<file path="src/hdl/assert_macros.svh">
// Assertion macros shared by the shared buffer multi-queue modules.
// Each macro expects signals named clk and rst_n in the module that uses it.
`ifndef ASSERT_MACROS_SVH
`define ASSERT_MACROS_SVH

// The condition must hold at every clock edge outside reset.
`define SBMQ_ASSERT(label, cond) \
    label: assert property (@(posedge clk) disable iff (!rst_n) (cond)) \
        else $error("sbmq assertion failed");

// The consequent must hold in the same cycle as the antecedent.
`define SBMQ_ASSERT_IMP(label, ante, cons) \
    label: assert property (@(posedge clk) disable iff (!rst_n) (ante) |-> (cons)) \
        else $error("sbmq assertion failed");

// The consequent must hold in the cycle after the antecedent.
`define SBMQ_ASSERT_NXT(label, ante, cons) \
    label: assert property (@(posedge clk) disable iff (!rst_n) (ante) |=> (cons)) \
        else $error("sbmq assertion failed");

`endif

</file>
<file path="src/hdl/sbmq_pkg.sv">
// Package for the shared buffer multi-queue unit: controller states, codes and
// the command and status structs between controller and datapath. No dependencies.
`timescale 1ns / 1ps

package sbmq_pkg;

    typedef enum logic [1:0] {
        S_IDLE,
        S_LOOKUP,
        S_DEQ
    } state_t;

    localparam logic REQ_ENQ = 1'b0;
    localparam logic REQ_DEQ = 1'b1;

    localparam logic [1:0] STAT_OK        = 2'd0;
    localparam logic [1:0] STAT_OVERFLOW  = 2'd1;
    localparam logic [1:0] STAT_UNDERFLOW = 2'd2;

    typedef struct packed {
        logic       capture;
        logic       enq_commit;
        logic       deq_issue;
        logic       deq_commit;
        logic       respond;
        logic [1:0] status;
    } ctrl_cmd_t;

    typedef struct packed {
        logic req_deq;
        logic q_valid;
        logic q_nonempty;
        logic store_empty;
    } dp_stat_t;

endpackage

</file>
<file path="src/hdl/sbmq_ctrl.sv">
// Controller state machine of the shared buffer multi-queue unit.
// Depends on sbmq_pkg and assert_macros.svh; drives the datapath by ctrl_cmd_t.
`timescale 1ns / 1ps
`include "assert_macros.svh"

module sbmq_ctrl
    import sbmq_pkg::*;
(
    input  logic      clk,
    input  logic      rst_n,
    input  logic      start,
    input  dp_stat_t  stat,
    output ctrl_cmd_t cmd,
    output logic      busy
);

    state_t state_reg;
    state_t state_next;

    always_ff @(posedge clk or negedge rst_n)
    begin
        if (!rst_n)
        begin
            state_reg <= S_IDLE;
        end
        else
        begin
            state_reg <= state_next;
        end
    end

    always_comb
    begin
        state_next = state_reg;
        cmd        = '0;
        cmd.status = STAT_OK;
        busy       = 1'b1;
        unique case (state_reg)
            S_IDLE:
            begin
                busy = 1'b0;
                if (start)
                begin
                    cmd.capture = 1'b1;
                    state_next  = S_LOOKUP;
                end
            end
            S_LOOKUP:
            begin
                if (!stat.req_deq)
                begin
                    cmd.respond = 1'b1;
                    state_next  = S_IDLE;
                    if (!stat.q_valid || stat.store_empty)
                    begin
                        cmd.status = STAT_OVERFLOW;
                    end
                    else
                    begin
                        cmd.enq_commit = 1'b1;
                    end
                end
                else if (!stat.q_valid || !stat.q_nonempty)
                begin
                    cmd.respond = 1'b1;
                    cmd.status  = STAT_UNDERFLOW;
                    state_next  = S_IDLE;
                end
                else
                begin
                    cmd.deq_issue = 1'b1;
                    state_next    = S_DEQ;
                end
            end
            S_DEQ:
            begin
                cmd.deq_commit = 1'b1;
                cmd.respond    = 1'b1;
                state_next     = S_IDLE;
            end
            default:
            begin
                state_next = S_IDLE;
            end
        endcase
    end

    `SBMQ_ASSERT_NXT(a_deq_completes, cmd.deq_issue, cmd.deq_commit && cmd.respond)
    `SBMQ_ASSERT_IMP(a_capture_when_idle, cmd.capture, !busy && start)

endmodule

</file>
<file path="config.mk">
export PLATFORM = sky130hd
export DESIGN_NAME = sbmq_ctrl
export DESIGN_NICKNAME = d
export VERILOG_FILES = /design/src/hdl/sbmq_pkg.sv /design/src/hdl/sbmq_ctrl.sv
export VERILOG_INCLUDE_DIRS = /design/src /design/src/hdl
export SDC_FILE = /design/constraint.sdc
export NUM_CORES = 1
export LEC_CHECK = 0
export BUFFER_PORTS_ARGS = -buffer_cell sky130_fd_sc_hd__buf_2
export CAP_MARGIN = 5
export CORE_AREA = 3 3 40 42
export CTS_BUF_LIST = sky130_fd_sc_hd__clkbuf_4 sky130_fd_sc_hd__clkbuf_8
export DETAILED_ROUTE_END_ITERATION = 16
export DIE_AREA = 0 0 43 45
export PLACE_DENSITY_LB_ADDON = 0.2
export SETUP_SLACK_MARGIN = 0.15
export SYNTH_ARGS = -nofsm -noshare
export SYNTH_HDL_FRONTEND = slang
export SYNTH_SLANG_ARGS = --single-unit
</file>
<file path="constraint.sdc">
create_clock -name clk -period 3 [get_ports clk]
set_input_delay 0.6 -clock clk [delete_from_list [all_inputs] [get_ports clk]]
set_output_delay 0.6 -clock clk [all_outputs]
set_load 0.03 [all_outputs]
</file>
Word-level counts from Yosys, hierarchy flattened
Cells that the tools add are included.

word-level totals
  bits in registers = 2
  bits in latches = 0
  RAM bits = 0
  ROM bits = 0
  input bits = 7
  output and inout port bits = 8
  logic and storage cells = 27
  memories kept = 0

operators by class
  $add $sub $neg = 0
  multipliers = 0
  divide/modulo/power cells = 0
  order comparisons = 0
  equality and inequality tests = 3
  shift-type cells = 0
  multiplexer cells = 18
  bitwise logic cells = 0
  reductions and logical operators = 5

operators by type and width
  operator                                        number
  2-to-1 mux 2 bit                                5
  2-to-1 mux 1 bit                                9
  2-to-1 mux 3 bit                                2
  one-hot mux 2 bit (2 select lines)              1
  == test 2 x 1 -> 1 bit (second input constant)  1
  == test 2 bit (second input constant)           1
  logical NOT 1 bit                               2
  logical NOT 2 bit                               1
  logical OR 1 bit                                2
  inequality test 2 bit (second input constant)   1
  one-hot mux 1 bit (2 select lines)              1

Logic depth before layout (Yosys ltp)
  depth after elaboration = 5
  mapped depth = 4
  gate-level depth less buffers = 4

Worst setup path after synthesis
OpenSTA, ideal clock, no wires.

  path type = register -> output
  start point = register state_reg[0]
  end point = output cmd[2] (netlist bit)
  arrival time = 1.501 ns
  required time = 2.400 ns
  path slack = 0.899 ns
  stages on the path, launching flop included = 5
  cell sequence = dfrtp_1 -> inv_1 -> ha_1 -> inv_1 -> a41oi_1

RTL lines
  element                 line             RTL
  from (decl)             sbmq_ctrl.sv:17  state_t state_reg;
  from (signal assigned)  sbmq_ctrl.sv:28  state_reg <= state_next;
  to (decl)               sbmq_ctrl.sv:13  output ctrl_cmd_t cmd,

==> summary.md <==
| Metric | Value |
|---|---|
| Port bufs | 14 |
| Setup Total Neg Slack | 0 ps |
| Largest net degree at the start of global routing | 6 |
| Crit path time final | 2040 ps |
| Final hold viol count | 0 |
| Worst hold path type | in -> async |
| YS warnings | 0 |
| Drt wl/cell | 9.48 um |
| Final setup viols | 0 |
| Antenna violations before repair | 0 |
| FMAX | 490 MHz |
| Critical Path AT | 1440 ps |
| CTS max path bufs | 2 |
| Area share of the largest cell type after synthesis | 22.1% |
| WL final | 512 um |
| Mux share of post-synthesis cell area | between 10% and 20% |
| Hpwl dp | approximately 430 um |
| Cts bufs inserted | 3 |
| Peak supply drop | 201 uV |
| Top post-synthesis cells by area | dfrtp_1 22%, ha_1 22%, inv_1 6.6% |
| Die area | 0.00194 mm^2 |
| Worst stage delay on the critical path | 390 ps |
| Syn Nets | 34 |
| Largest family of logic cells by synthesized area | simple AND/OR/NAND/NOR gates |
| Post-Synth Adder-Cell Area | between 20% and 30% |
| Post-synthesis cell type count | 16 |
| Slew at the pin with the worst max-slew slack | ~160 ps |
| Fin area | 330 um^2 |
| Htree depth | 1 |
| Max Transition Viols Final | 0 |
| RSZ-0062 raised after global routing | false |
| Initial DRC count | 4 |
| Fraction of layout cells with a size suffix above 1 | 56.4% |
| I/O pin cnt | 15 |
| Status | finished clean |
| Post-CTS Hold Fix Bufs | 0 |
| Synth Area in Simple Gates | ~26% |
| Setup Crit Path Kind | reg -> out |
| Post-CTS Setup Repair Bufs | 0 |
| CP Launch Type | flip-flop |
| # diodes | 0 |
| Max_cap viols | 0 |
| Setup crit end kind | output pin |
| Synthesized instance count | 23 |
| Area grow syn2layout | 45.9% |
| Post-synthesis compound-gate area fraction | about 8.3% |
| Remaining Overflow, GRT | 0 |
| Die width | ~43 um |
| Seq/Total Area, Yosys | 22.1% |
| Crit path max-delay family | flip-flops |
| Largest register FFs | 2 |
| Router iterations before antenna repair | 2 |
| Slew HR | 89.3% |
| Vias in the first global route | 234 |
| Reg2reg path depth | 4 |
| Initial Utilization | between 10% and 20% |
| Area after DPL | ~300 um^2 |
| Global placement routability congestion | 0.628 |
| Register share of total power | 15.3% |
| Num rows | 13 |
| Switching Share | 48.2% |
| First-pass GRT wire length | 869 um |
| Average size of a mapped cell | 9.85 um^2 |
| Root Driver | clkbuf_4 |
| Mapped Area | 226 um^2 |
| Clock share of power | 20.3% |
| Die height | between 40 and 50 um |
| Largest area contributor in the netlist | dfrtp_1 |
| Post-layout nets | 52 |
| Vias | 216 |
| Reg clk slew, reported paths | 30 ps |
| Total track usage | under 10% |
| Psw | 0.136 mW |
| Worst path slowest cell | dfrtp_1 |
| Worst Path Required | 2400 ps |
| Core ar. | 0.00128 mm^2 |
| Remaining DRCs | 0 |
| Clock sink count | 2 |
| Hold Slack | 159 ps |
| CTS tree | done |
| Final ANT Viol Nets | 0 |
| Levels on crit path | 5 |
| Crit share post-route | 68.0% |
| Worst Clk Skew | 0.00699 ps |
| Via density | 4.00 |
| LEAKAGE | 0.188 nW |
| Power per cell area | 857 mW/mm^2 |
| Combinational group share of total power | 64.4% |
| Clk_lat worst skew | between 200 and 250 ps |
| Post-synthesis xor/xnor area fraction | 0% |
| Worst-path fanout max | 5 |
| P_int | 0.146 mW |
| WP buf/inv | 2 |
| CTS resizes | 0 |
| Flop2flop setup slack | around 1800 ps |
| CP cell instances | inv_1 > ha_1 > o21ai_0 > a41oi_1 > buf_2 |
| FF+latch count, synth | 2 |
logic make-up (layout without fill, tap and decap cells):
| kind of cell | Yosys count | in the layout |
|---|---|---|
| and+or+nand+nor | 7 | 7 |
| buffers and inverters | 5 | 21 |
| adders and majority gates | 4 | 4 |
| AOI/OAI and AO/OA | 3 | 3 |
| muxes | 2 | 2 |
| DFF | 2 | 2 |
final timing paths:
check | end | startpoint
max in group asynchronous | state_reg[1] | rst_n
min in group clk | state_reg[1] | state_reg[1]
max | cmd[2] | state_reg[1]
max reg2reg | state_reg[1] | state_reg[1]
min reg2reg | state_reg[1] | state_reg[1]
min | state_reg[0] | rst_n
synth_stat cells (all sizes together):
cell,number
nand2b,1
and4,1
and3b,1
mux2,2
a41oi,1
nor2b,1
and2,1
o21ai,1
nand2,1
dfrtp,2
nor3b,1
buf,1
ha,4
a21oi,1
inv,4
cell type report:
| class | instances | area (um^2) |
|---|---|---|
| multi-input cells | 16 | 154 |
| well taps | 15 | 18.8 |
| repair buffers | 14 | 70.1 |
| clock buffers | 3 | 22.5 |
| inverters | 4 | 15.0 |
| fillers | 153 | 955 |
| flip-flops and latches | 2 | 50.0 |
stage by stage:
stage	utilization (%)	worst slack, ps	cells	power, mW
CTS	25.7	959	54	0.289
global placement	24.0	1190	51	0.226
detailed placement	24.0	1160	51	0.229
floorplan	-	899	23	0.182
global route	25.7	852	54	0.303
finish	25.7	961	54	0.283
power groups by stage:
stage	clock, mW	combinational, mW	sequential (mW)
final	0.0573	0.182	0.0433
after floorplan	0	0.141	0.0415
after global placement	0	0.182	0.0436
after CTS	0.0599	0.185	0.0439
after detailed placement	0	0.185	0.0444
after global routing	0.0596	0.199	0.0443
worst register-to-register path, delay by kind of cell, from the launching register on:
family	cells	cell delay (ps)
adders and majority gates	1	230
buffers and inverters	1	80
DFF	1	360
muxes	1	250
and+or+nand+nor	1	200
placed cells by master (no fill, tap or decap), drive strengths merged:
cell type / Yosys / layout
nand2b: 1 / 1
and3b: 1 / 1
o21ai: 1 / 1
clkbuf: 0 / 3
and2: 1 / 1
and4: 1 / 1
inv: 4 / 4
a41oi: 1 / 1
dfrtp: 2 / 2
buf: 1 / 14
a21oi: 1 / 1
ha: 4 / 4
nand2: 1 / 1
nor2b: 1 / 1
nor3b: 1 / 1
mux2: 2 / 2
metal layers:
metal / part of all wire [%] / GRT usage [%] / vias to the layer above
met3: 5.7 / 2.39 / 0
li1: - / - / 109
met2: 59 / 12.0 / 5
met5: 0 / 0 / -
met4: 0 / 5.42 / 0
met1: 35 / 4.80 / 102
Note: power is estimated with default switching activity, not from simulation.
